## config.mk

```make
export PLATFORM = sky130hd
export DESIGN_NAME = nested_repeat_group_stack
export DESIGN_NICKNAME = d
export VERILOG_FILES = /design/src/hdl/nrgs_pkg.sv /design/src/hdl/nrgs_ctrl.sv /design/src/hdl/nrgs_dpath.sv /design/src/hdl/nested_repeat_group_stack.sv
export VERILOG_INCLUDE_DIRS = /design/src /design/src/hdl
export SDC_FILE = /design/constraint.sdc
export NUM_CORES = 1
export LEC_CHECK = 0
export BUFFER_PORTS_ARGS = -buffer_cell sky130_fd_sc_hd__buf_2
export CELL_PAD_IN_SITES_DETAIL_PLACEMENT = 1
export CELL_PAD_IN_SITES_GLOBAL_PLACEMENT = 1
export CORE_MARGIN = 2
export CORE_UTILIZATION = 50
export CTS_BUF_LIST = sky130_fd_sc_hd__clkbuf_16
export CTS_CLUSTER_DIAMETER = 100
export DETAILED_ROUTE_END_ITERATION = 8
export PLACE_DENSITY_LB_ADDON = 0.15
export SLEW_MARGIN = 10
export SYNTH_ARGS = -nofsm -noshare
export SYNTH_HDL_FRONTEND = slang
export SYNTH_HIERARCHICAL = 1
export SYNTH_SLANG_ARGS = --single-unit
```

## constraint.sdc

```tcl
create_clock -name clock -period 9.7 [get_ports clock]
set_clock_uncertainty 0.05 [all_clocks]
set_input_delay 1.455 -clock clock [delete_from_list [all_inputs] [get_ports clock]]
set_output_delay 1.455 -clock clock [all_outputs]
set_load 0.1 [all_outputs]
```

## src/hdl/nested_repeat_group_stack_macros.svh

```systemverilog
// Assertion helpers used by the block that checks its own behavior.
`ifndef NESTED_REPEAT_GROUP_STACK_MACROS_SVH
`define NESTED_REPEAT_GROUP_STACK_MACROS_SVH

// Consequent must hold in the same cycle as the antecedent.
`define NRGS_ASSERT_SAME(label, clk, rst, ante, cons) \
   label: assert property (@(posedge clk) disable iff (rst) (ante) |-> (cons)) \
      else $error("same-cycle check failed");

// Consequent must hold in the cycle after the antecedent.
`define NRGS_ASSERT_NEXT(label, clk, rst, ante, cons) \
   label: assert property (@(posedge clk) disable iff (rst) (ante) |=> (cons)) \
      else $error("next-cycle check failed");

`endif

```

## src/hdl/nrgs_pkg.sv

```systemverilog
`default_nettype none

package nrgs_pkg;

   localparam int MaxDepth = 16;
   // bits to hold a level count 0..MaxDepth, and to index a level
   localparam int CntW = $clog2(MaxDepth + 1);
   localparam int LvlW = (MaxDepth > 1) ? $clog2(MaxDepth) : 1;

   localparam int CmdW   = 2;
   localparam int PosW   = 15;
   localparam int RepW   = 16;
   localparam int MacW   = 8;
   localparam int DepthW = 5;

   localparam logic [CmdW-1:0] CmdReset = 2'd0;
   localparam logic [CmdW-1:0] CmdBegin = 2'd1;
   localparam logic [CmdW-1:0] CmdEnd   = 2'd2;
   localparam logic [CmdW-1:0] CmdCheck = 2'd3;

   typedef struct packed {
      logic [CmdW-1:0] command;
      logic [PosW-1:0] position;
      logic [RepW-1:0] repeat_count;
      logic            macro_playing;
      logic [MacW-1:0] macro_id;
   } req_type;

   typedef struct packed {
      logic              jump;
      logic [PosW-1:0]   jump_position;
      logic              jump_via_macro;
      logic [MacW-1:0]   jump_macro_id;
      logic              clear_repeat;
      logic              end_matched;
      logic [DepthW-1:0] depth;
   } rsp_type;

   typedef struct packed {
      logic [RepW-1:0] reps;
      logic [PosW-1:0] start_pos;
      logic [PosW-1:0] end_pos;
      logic            end_set;
      logic            via_macro;
      logic [MacW-1:0] macro;
   } lvl_type;

   typedef enum logic [1:0] {
      ST_EMPTY = 2'b01,
      ST_FULL  = 2'b10
   } state_type;

   // controller -> datapath
   typedef struct packed {
      logic load;
   } ctl_cmd_type;

endpackage

`default_nettype wire

```

## src/hdl/nrgs_ctrl.sv

```systemverilog
`default_nettype none

module nrgs_ctrl (
   input  wire logic                 clock,
   input  wire logic                 reset,
   input  wire logic                 req_valid,
   output logic                      req_ready,
   output logic                      rsp_valid,
   input  wire logic                 rsp_ready,
   output nrgs_pkg::ctl_cmd_type     ctl_cmd
);

   nrgs_pkg::state_type state_ff;
   nrgs_pkg::state_type state_in;

   // take a new transaction whenever the output register is free or draining
   assign req_ready    = !reset && ((state_ff == nrgs_pkg::ST_EMPTY) || rsp_ready);
   assign rsp_valid    = (state_ff == nrgs_pkg::ST_FULL);
   assign ctl_cmd.load = req_valid && req_ready;

   always_comb begin
      state_in = state_ff;
      case (state_ff)
         nrgs_pkg::ST_EMPTY: begin
            if (req_valid) state_in = nrgs_pkg::ST_FULL;
         end
         nrgs_pkg::ST_FULL: begin
            if (rsp_ready && !req_valid) state_in = nrgs_pkg::ST_EMPTY;
         end
         default: begin
            state_in = nrgs_pkg::ST_EMPTY;
         end
      endcase
   end

   always_ff @(posedge clock) begin
      if (reset) begin
         state_ff <= nrgs_pkg::ST_EMPTY;
      end else begin
         state_ff <= state_in;
      end
   end

endmodule

`default_nettype wire

```

## src/hdl/nrgs_dpath.sv

```systemverilog
`default_nettype none

module nrgs_dpath (
   input  wire logic                   clock,
   input  wire logic                   reset,
   input  wire nrgs_pkg::ctl_cmd_type  ctl_cmd,
   input  wire nrgs_pkg::req_type      req_data,
   output nrgs_pkg::rsp_type           rsp_data
);

   logic [nrgs_pkg::CntW-1:0] open_ff;
   logic [nrgs_pkg::CntW-1:0] open_in;
   logic [nrgs_pkg::CntW-1:0] open_m1;
   nrgs_pkg::lvl_type         lvl_ff [nrgs_pkg::MaxDepth];
   nrgs_pkg::lvl_type         lvl_in;
   nrgs_pkg::lvl_type         top;
   nrgs_pkg::rsp_type         rsp_ff;
   nrgs_pkg::rsp_type         rsp_in;
   logic [nrgs_pkg::LvlW-1:0] top_idx;
   logic [nrgs_pkg::LvlW-1:0] wr_idx;
   logic                      wr_en;
   logic                      has_top;
   logic                      full;
   logic                      end_hit;
   logic                      do_end;

   assign open_m1 = open_ff - nrgs_pkg::CntW'(1);
   assign top_idx = open_m1[nrgs_pkg::LvlW-1:0];
   assign has_top = (open_ff != '0);
   assign full    = (open_ff == nrgs_pkg::CntW'(nrgs_pkg::MaxDepth));
   assign top     = lvl_ff[top_idx];
   // an end position that was never recorded never matches
   assign end_hit = has_top && top.end_set && (top.end_pos == req_data.position);
   assign do_end  = ((req_data.command == nrgs_pkg::CmdEnd) && has_top) ||
                    ((req_data.command == nrgs_pkg::CmdCheck) && end_hit);

   always_comb begin
      open_in = open_ff;
      wr_en   = 1'b0;
      wr_idx  = top_idx;
      lvl_in  = top;
      rsp_in  = '0;
      case (req_data.command)
         nrgs_pkg::CmdReset: begin
            open_in = '0;
         end
         nrgs_pkg::CmdBegin: begin
            // drop the push when every level is in use
            if (!full) begin
               wr_en            = 1'b1;
               wr_idx           = open_ff[nrgs_pkg::LvlW-1:0];
               lvl_in.reps      = req_data.repeat_count;
               lvl_in.start_pos = req_data.position;
               lvl_in.end_pos   = '0;
               lvl_in.end_set   = 1'b0;
               lvl_in.via_macro = req_data.macro_playing;
               lvl_in.macro     = req_data.macro_playing ? req_data.macro_id : '0;
               open_in          = open_ff + nrgs_pkg::CntW'(1);
               rsp_in.clear_repeat = 1'b1;
            end
         end
         nrgs_pkg::CmdEnd, nrgs_pkg::CmdCheck: begin
            rsp_in.end_matched = (req_data.command == nrgs_pkg::CmdCheck) && end_hit;
            if (do_end) begin
               if (top.reps == '0) begin
                  open_in = open_m1;
               end else begin
                  wr_en = 1'b1;
                  if (!top.end_set) begin
                     lvl_in.end_pos = req_data.position;
                     lvl_in.end_set = 1'b1;
                  end
                  lvl_in.reps           = top.reps - nrgs_pkg::RepW'(1);
                  rsp_in.jump           = 1'b1;
                  rsp_in.jump_position  = top.start_pos;
                  rsp_in.jump_via_macro = top.via_macro;
                  rsp_in.jump_macro_id  = top.macro;
               end
            end
         end
         default: begin
            open_in = open_ff;
         end
      endcase
      rsp_in.depth = nrgs_pkg::DepthW'(open_in);
   end

   always_ff @(posedge clock) begin
      if (reset) begin
         open_ff <= '0;
      end else if (ctl_cmd.load) begin
         open_ff <= open_in;
      end
   end

   // level contents need no reset: a level is fully written when pushed
   always_ff @(posedge clock) begin
      if (ctl_cmd.load && wr_en) begin
         lvl_ff[wr_idx] <= lvl_in;
      end
   end

   always_ff @(posedge clock) begin
      if (ctl_cmd.load) begin
         rsp_ff <= rsp_in;
      end
   end

   assign rsp_data = rsp_ff;

endmodule

`default_nettype wire

```

## src/hdl/nested_repeat_group_stack.sv

```systemverilog
// Channel   Direction  Handshake              Payload
// req       in         req_valid / req_ready  req_data  (nrgs_pkg::req_type)
// rsp       out        rsp_valid / rsp_ready  rsp_data  (nrgs_pkg::rsp_type)
//
// One request per cycle unless rsp stalls; its result is registered for the next cycle.
// The top-of-stack read, compare and update of the level file happen in the same cycle.
// Reset (synchronous, active high) empties the stack and drops rsp_valid; rsp_data is kept.
// A request is taken while a result waits, as long as that result drains the same cycle.
`default_nettype none
`include "nested_repeat_group_stack_macros.svh"

module nested_repeat_group_stack (
   input  wire logic               clock,
   input  wire logic               reset,
   input  wire logic               req_valid,
   output logic                    req_ready,
   input  wire nrgs_pkg::req_type  req_data,
   output logic                    rsp_valid,
   input  wire logic               rsp_ready,
   output nrgs_pkg::rsp_type       rsp_data
);

   nrgs_pkg::ctl_cmd_type ctl_cmd;
   logic                  depth_in_range;
   logic                  rsp_begin;
   logic                  begin_quiet;
   logic                  req_take;
   logic                  rsp_free;

   nrgs_ctrl u_ctrl (
      .clock     (clock),
      .reset     (reset),
      .req_valid (req_valid),
      .req_ready (req_ready),
      .rsp_valid (rsp_valid),
      .rsp_ready (rsp_ready),
      .ctl_cmd   (ctl_cmd)
   );

   nrgs_dpath u_dpath (
      .clock    (clock),
      .reset    (reset),
      .ctl_cmd  (ctl_cmd),
      .req_data (req_data),
      .rsp_data (rsp_data)
   );

   assign depth_in_range = (rsp_data.depth <= nrgs_pkg::DepthW'(nrgs_pkg::MaxDepth));
   assign rsp_begin      = rsp_valid && rsp_data.clear_repeat;
   assign begin_quiet    = !rsp_data.jump && !rsp_data.end_matched;
   assign req_take       = req_valid && req_ready;
   assign rsp_free       = !rsp_valid || rsp_ready;

   `NRGS_ASSERT_SAME(a_depth_bound, clock, reset, rsp_valid, depth_in_range)
   `NRGS_ASSERT_SAME(a_begin_no_jump, clock, reset, rsp_begin, begin_quiet)
   `NRGS_ASSERT_SAME(a_no_overwrite, clock, reset, req_take, rsp_free)
   `NRGS_ASSERT_NEXT(a_result_follows, clock, reset, req_take, rsp_valid)

endmodule

`default_nettype wire
```

==> metrics, run 1 <==
final net count 2195; CP Max Fanout 52; leakage 13.9 nW; fmax 129 MHz; r2r setup slk 1930 ps; Max-Cap Viols 0; crit share post-route between 80% and 90%; post-CTS setup buffers 0; worst reg2reg path startpoint u_dpath/open_ff[0]$_SDFFE_PP0P_; Hold Path End u_dpath/open_ff[4]$_SDFFE_PP0P_; ys async rst share 0%; vias in the first global route 21400; share of layout cells above drive strength 1 a little under a quarter; Peak VDD IR 0.184 mV; Detailed Route Iter0 Violations 1804; CP Cell Sequence buf_4 > buf_4 > mux4_1 > mux4_2 > xor2_1 > nor3_1 > and4_1 > a21o_1 > nand2_1 > o31ai_1 > nor2b_4 > buf_4; routed vias/inst 6.30; crit path buf inv count 3; worst min path class flip-flop to flip-flop; most frequent CP cell buf_4; first-pass GRT wire length 145 mm; ant diodes 0; Finish-stage setup viols 0; post-synthesis sequential area ratio 73.3%; num rows 101; post-layout minimum cycle time 7770 ps; final non-filler cell total 3197; total track usage 25.5%; I/O Buffers 79; WL/cell 30.6 µm; number of gates resized after CTS 0; RSZ-0062 raised after global routing false; pin count of the biggest net entering global routing 93; setup tns final 0 ps; Crit path arrival time 7990 ps; Worst Hold Launch u_dpath/open_ff[4]$_SDFFE_PP0P_; Post-synth EDFFs 928; Synth area leader edfxtp_1; post-placement cell count 3026; drt total wl 97.9 mm; Sink Count approximately 940; Place WS between 1500 and 2000 ps; final hold vios 0; Hold Crit Depth 1; max-slew violations 0; critical path's top delay family buffers and inverters; Initial DRT Pass Iterations 5; Slew HR between 10% and 20%; worst-margin pin slew 1300 ps; TritonCTS clock tree done; Worst setup EP type flip-flop; CTS max path bufs 3; CTS root buf clkbuf_16; clk_lat worst skew around 660 ps; multi-input logic area roughly 9600 µm²; count leader, synth edfxtp_1; Starting Density 50.4%; synth warn 6; Fillers 6715; Final HPWL DP 55.7 mm; pwr dens 201 nW/µm²; Die Ht ~280 µm; CORE AREA 75800 µm²; startpoint types flip-flop; reg2reg end u_dpath/lvl_ff[7][47]$_DFFE_PP_; nets in the synthesized netlist between 2000 and 2500; CP max stage cell nor2b_4; synthesized instance count 2009; worst setup margin 1930 ps; placed instance area 39900 µm²; H-tree Lvls 3; post-synthesis register bit count 935; area share of the largest cell type after synthesis between 70% and 80%; top post-synthesis cells by count edfxtp_1 (928), nand2_1 (205), mux4_2 (189); Yosys cell types 87; WS Path Type flip-flop to flip-flop; initial antenna violation count 4; status complete, no violations; cell area after synthesis 38200 µm²; max incr delay on CP 1020 ps; CTS Hold Bufs 0; Area Growth Syn to Fin 11.9%; IO Count 80; Total Power 8.59 mW; Post-DRT Antenna Nets 0; critical path required time just under 10000 ps; R2R cell count 12; CTS Buf Count 95; Final Instance Area 42800 µm²; largest cells by area after synthesis edfxtp_1 (73%), mux4_2 (11%), mux4_1 (2.5%), nand2_1 (2.0%), mux2i_1 (1.9%); syn avg cell area 19.0 µm²; Reg clk slew, reported paths approximately 60 ps; DIE AREA 78700 µm²; DRC viols 0; Die X about 280 µm; total gr overflow 0; register area 28000 µm²; GP Congestion just over 0.8; vias after detailed routing around 20000; top_reg_cell synth edfxtp_1
flip-flops by register name, summed over array words and instances, names as in the netlist:
| register | flops |
|---|---|
| u_ctrl/state_ff | 2 |
| u_dpath/lvl_ff | 896 |
| u_dpath/open_ff | 5 |
| u_dpath/rsp_data | 32 |
routing by layer:
metal / up-vias / GRT usage [%] / wire [µm]
met5: - / 0 / 31
met4: 6 / 7.75 / 2470
met3: 145 / 3.34 / 5440
met2: 698 / 42.0 / 48400
met1: 10800 / 35.8 / 41600
li1: 8449 / - / -
final cells by class:
| type | instances | area share [%] |
|---|---|---|
| flip-flops and latches | 935 | 65.5 |
| multi-input cells | 941 | 22.4 |
| clock buffers | 97 | 5.67 |
| well taps | 978 | 2.86 |
| repair buffers | 156 | 2.48 |
| clock inverters | 74 | 0.974 |
| inverters | 16 | 0.140 |
worst reg2reg max path, delay by kind of cell, from the launching register on:
kind	cells	cell delay, ps
xor+xnor	1	170
compound gates	2	890
buf+inv	3	2360
mux	2	1220
simple gates	4	2120
flops	1	520
logic make-up (layout without fill, tap and decap cells):
| group | count (synthesis) | in the layout | synth area share (%) |
|---|---|---|---|
| DFF | 935 | 935 | 73.3 |
| and+or+nand+nor | 410 | 410 | 4.88 |
| xor gates and xnor gates | 17 | 17 | 0.458 |
| buffers and inverters | 133 | 343 | 2.08 |
| adders and majority gates | 4 | 4 | 0.131 |
| AOI/OAI and AO/OA | 203 | 203 | 3.40 |
| muxes | 307 | 307 | 15.8 |
stage by stage:
| step | utilization, % | hold WS (ps) |
|---|---|---|
| final | 56.4 | 576 |
| after CTS | 56.4 | 561 |
| after detailed placement | 52.7 | 549 |
| after global placement | 52.7 | 550 |
| after floorplan | - | 472 |
| after global routing | 56.4 | 583 |
power by group:
part / internal (mW) / switching, mW
Combinational: 0.202 / 0.440
Sequential: 4.56 / 0.00577
Clock: 1.86 / 1.52
worst max-delay path by stage:
stage,start,cells past startpoint,slack (ps),to
floorplan,u_dpath/open_ff[0]$_SDFFE_PP0P_,26,1960,u_dpath/lvl_ff[15][0]$_DFFE_PP_
global placement,u_dpath/open_ff[0]$_SDFFE_PP0P_,12,2170,u_dpath/lvl_ff[7][45]$_DFFE_PP_
detailed placement,u_dpath/open_ff[0]$_SDFFE_PP0P_,12,1950,u_dpath/lvl_ff[7][45]$_DFFE_PP_
CTS,u_dpath/open_ff[0]$_SDFFE_PP0P_,12,1890,u_dpath/lvl_ff[7][47]$_DFFE_PP_
global route,u_dpath/open_ff[0]$_SDFFE_PP0P_,12,1460,u_dpath/lvl_ff[7][47]$_DFFE_PP_
finish,u_dpath/open_ff[0]$_SDFFE_PP0P_,12,1930,u_dpath/lvl_ff[7][47]$_DFFE_PP_
cell usage in the layout (no fill, tap or decap), drive strengths merged, types with 9 or more instances in the layout:
cell type / n
a31oi: 9
clkinv: 34
nor2: 79
nor2b: 10
nor3: 16
nand2: 205
mux2i: 74
a221o: 10
inv: 52
nand3: 41
o21ai: 51
edfxtp: 928
clkbuf: 97
buf: 156
mux4: 225
a21oi: 71
xnor2: 9
(Power assumes the default switching activity.)
==> run 2: changes to the inputs <==
ABC_AREA = 1   (was not set)
CORE_UTILIZATION = 46   (was 50)
clock period = 6.9 ns   (was 9.7 ns; I/O delays follow)
==> run 2 against run 1 <==
  * Critical path depth is 7 higher
  * Via count rose by 35%
  * Maximum frequency grew 30%
  * Cell count up 42%
  * Register-to-register slack lost 1000 ps
  * Global-route usage increased by 2.3 points
  * Non-clock buffer count is 10 lower
  * Area after synthesis grew 2.5%
  * Largest cell class unchanged
==> metrics, run 2 <==
critical path required time 7120 ps; Post-DRT Antenna Nets 0; commonest non-fill, non-tap cell in the layout edfxtp_1; total track usage between 20% and 30%; Min Hold Slack 534 ps; CTS root buf clkbuf_16; Crit. Startpoint u_dpath/open_ff[0]$_SDFFE_PP0P_; post-CTS setup buffers 0; Starting Density around 46%; top_reg_cell synth edfxtp_1; max incr delay on CP 1010 ps; startpoint types flip-flop; final hold vios 0; Final HPWL DP 64.7 mm; post-layout util 52.1%; Yosys cell types 34; CP max stage cell buf_4; fmax 168 MHz; Post-synth EDFFs 928; Synth area leader edfxtp_1; vias in the first global route 27900; pwr dens 328 nW/µm²; Finish-stage setup viols 0; worst min path class flip-flop to flip-flop; count leader, synth edfxtp_1; syn avg cell area 11.9 µm²; Top reg by flops u_dpath/lvl_ff; CTS Hold Bufs 0; crit share post-route between 80 and 90%; max-slew violations 0; cell area after synthesis 39200 µm²; area share of the largest cell type after synthesis 71.1%; crit path buf inv count 3; GP Congestion 0.843; top post-synthesis cells by count edfxtp_1 (928), nand2_1 (521), nor2_1 (444); num rows 107; WS Path Type flip-flop to flip-flop; worst-margin pin slew 1200 ps; most frequent cells in the layout edfxtp_1 (928), nand2_1 (517), nor2_1 (426); number of gates resized after CTS 0; Peak VDD IR 0.220 mV; Top Registers u_dpath/lvl_ff: 896 flops, u_dpath/rsp_data: 32 flops, u_dpath/open_ff: 5 flops; vias after detailed routing ~27000; total gr overflow 0; DIE AREA 87500 µm²; Sink Count roughly 940; Initial DRT Pass Iterations 5; WL/cell approximately 27 µm; share of layout cells above drive strength 1 between 10% and 20%; RSZ-0062 raised after global routing false; largest cells by area after synthesis edfxtp_1 (71%), nand2_1 (5.0%), nand3_1 (4.9%), nor2_1 (4.3%), o21ai_0 (3.9%); CTS max path bufs 3; R2R cell count 19; reg2reg end u_dpath/lvl_ff[15][13]$_DFFE_PP_; max reg flops 896; nets in the synthesized netlist approximately 3300; Hold Path End u_ctrl/state_ff[1]$_SDFFE_PP0P_; Crit path arrival time between 6000 and 7000 ps; CORE AREA between 80000 and 90000 µm²; critical path's top delay family simple AND/OR/NAND/NOR gates; synth warn 6; Reg clk slew, reported paths about 60 ps; pin count of the biggest net entering global routing 215; Place WS 1050 ps; H-tree Lvls 3; ys async rst share 0%; Area Growth Syn to Fin 12.7%; synthesized instance count 3285; Worst setup EP type flip-flop; CTS Buf Count 102; final net count 3367; CP Max Fanout 106; worst reg2reg path startpoint u_dpath/open_ff[0]$_SDFFE_PP0P_; Worst Hold Launch u_ctrl/state_ff[1]$_SDFFE_PP0P_; Hold Crit Depth 2; IO Count 80; I/O Buffers 79; Die X 296 µm; post-layout minimum cycle time ~6000 ps; worst setup margin 934 ps; drt total wl 121 mm; Max-Cap Viols 0; Detailed Route Iter0 Violations 2494; DRC viols 0; routed vias/inst 5.98; r2r setup slk just over 900 ps; first-pass GRT wire length roughly 180 mm; status complete, no violations; clk_lat worst skew around 660 ps; CP Cell Sequence buf_4 > buf_4 > nand2_1 > nand3_1 > nand3_1 > nand3_1 > nand2_1 > nand2_1 > nand2_1 > nor2_1 > nand2_1 > nor2_1 > nand2_2 > nand2_4 > nand2_2 > nand2_1 > nand4_1 > nor2_4 > buf_12; leakage 15.3 nW; Die Ht 296 µm; initial antenna violation count 5; Slew HR between 15 and 20%; post-synthesis register bit count just over 900; most frequent CP cell nand2_1; TritonCTS clock tree done; Total Power 14.5 mW; post-synthesis sequential area ratio 71.5%
run 2: per-layer routing:
metal	wire length, µm	GRT usage (%)
met5	23	0
met4	3990	9.89
met3	7500	3.81
met2	58100	45.7
met1	51700	38.0
run 2: how the worst max path moves through the flow:
stage                                       end  slack (ps)  cells after the start
3_5_place_dp   u_dpath/lvl_ff[15][54]$_DFFE_PP_        1050                     19
2_1_floorplan    u_dpath/lvl_ff[0][0]$_DFFE_PP_        -150                     29
3_3_place_gp   u_dpath/lvl_ff[15][11]$_DFFE_PP_        1290                     19
4_1_cts        u_dpath/lvl_ff[15][13]$_DFFE_PP_         990                     19
5_1_grt        u_dpath/lvl_ff[15][13]$_DFFE_PP_         590                     19
6_report       u_dpath/lvl_ff[15][13]$_DFFE_PP_         930                     19
run 2: area by class of cell:
class                           instances  area [µm²]
Antenna cell                            1        2.50
Clock buffer                          106        2650
Clock inverter                         74         659
Fill cell                            8735       40600
Inverter                              119         464
Multi-Input combinational cell       2013        9820
Sequential cell                       935       28000
Tap cell                             1144        1430
Timing Repair Buffer                  146        1100
run 2: stage by stage:
| step | cells | TNS, ps | instance area (µm²) |
|---|---|---|---|
| after floorplan | 3285 | -117420 | 39200 |
| after global placement | 4357 | 0 | 40800 |
| after detailed placement | 4357 | 0 | 40800 |
| after CTS | 4537 | 0 | 44100 |
| after global routing | 4537 | 0 | 44100 |
| final | 4538 | 0 | 44100 |
run 2: logic make-up (layout without fill, tap and decap cells):
group	after synthesis	in the layout	synth area share, %
AO/OA/AOI/OAI	627	627	9.57
XOR/XNOR	9	9	0.201
adder cells (fa/ha/maj)	4	4	0.128
flip-flops	935	935	71.5
AND/OR/NAND/NOR	1373	1373	14.6
buffers and inverters	337	445	3.99
other	0	1	0
run 2: tightest hold or removal path, cell delays in order, from the launching register on:
cell and delay, ps:
dfxtp_1 360, a21oi_1 100, nor2_1 90
run 2: report_power, final:
group | leakage [nW] | total, mW | switching (mW) | internal (mW)
registers | 8.46 | 6.73 | 0.0162 | 6.71
logic | 5.15 | 2.32 | 1.78 | 0.533
clock network | 1.69 | 5.43 | 2.22 | 3.20
total | 15.3 | 14.5 | 4.02 | 10.4
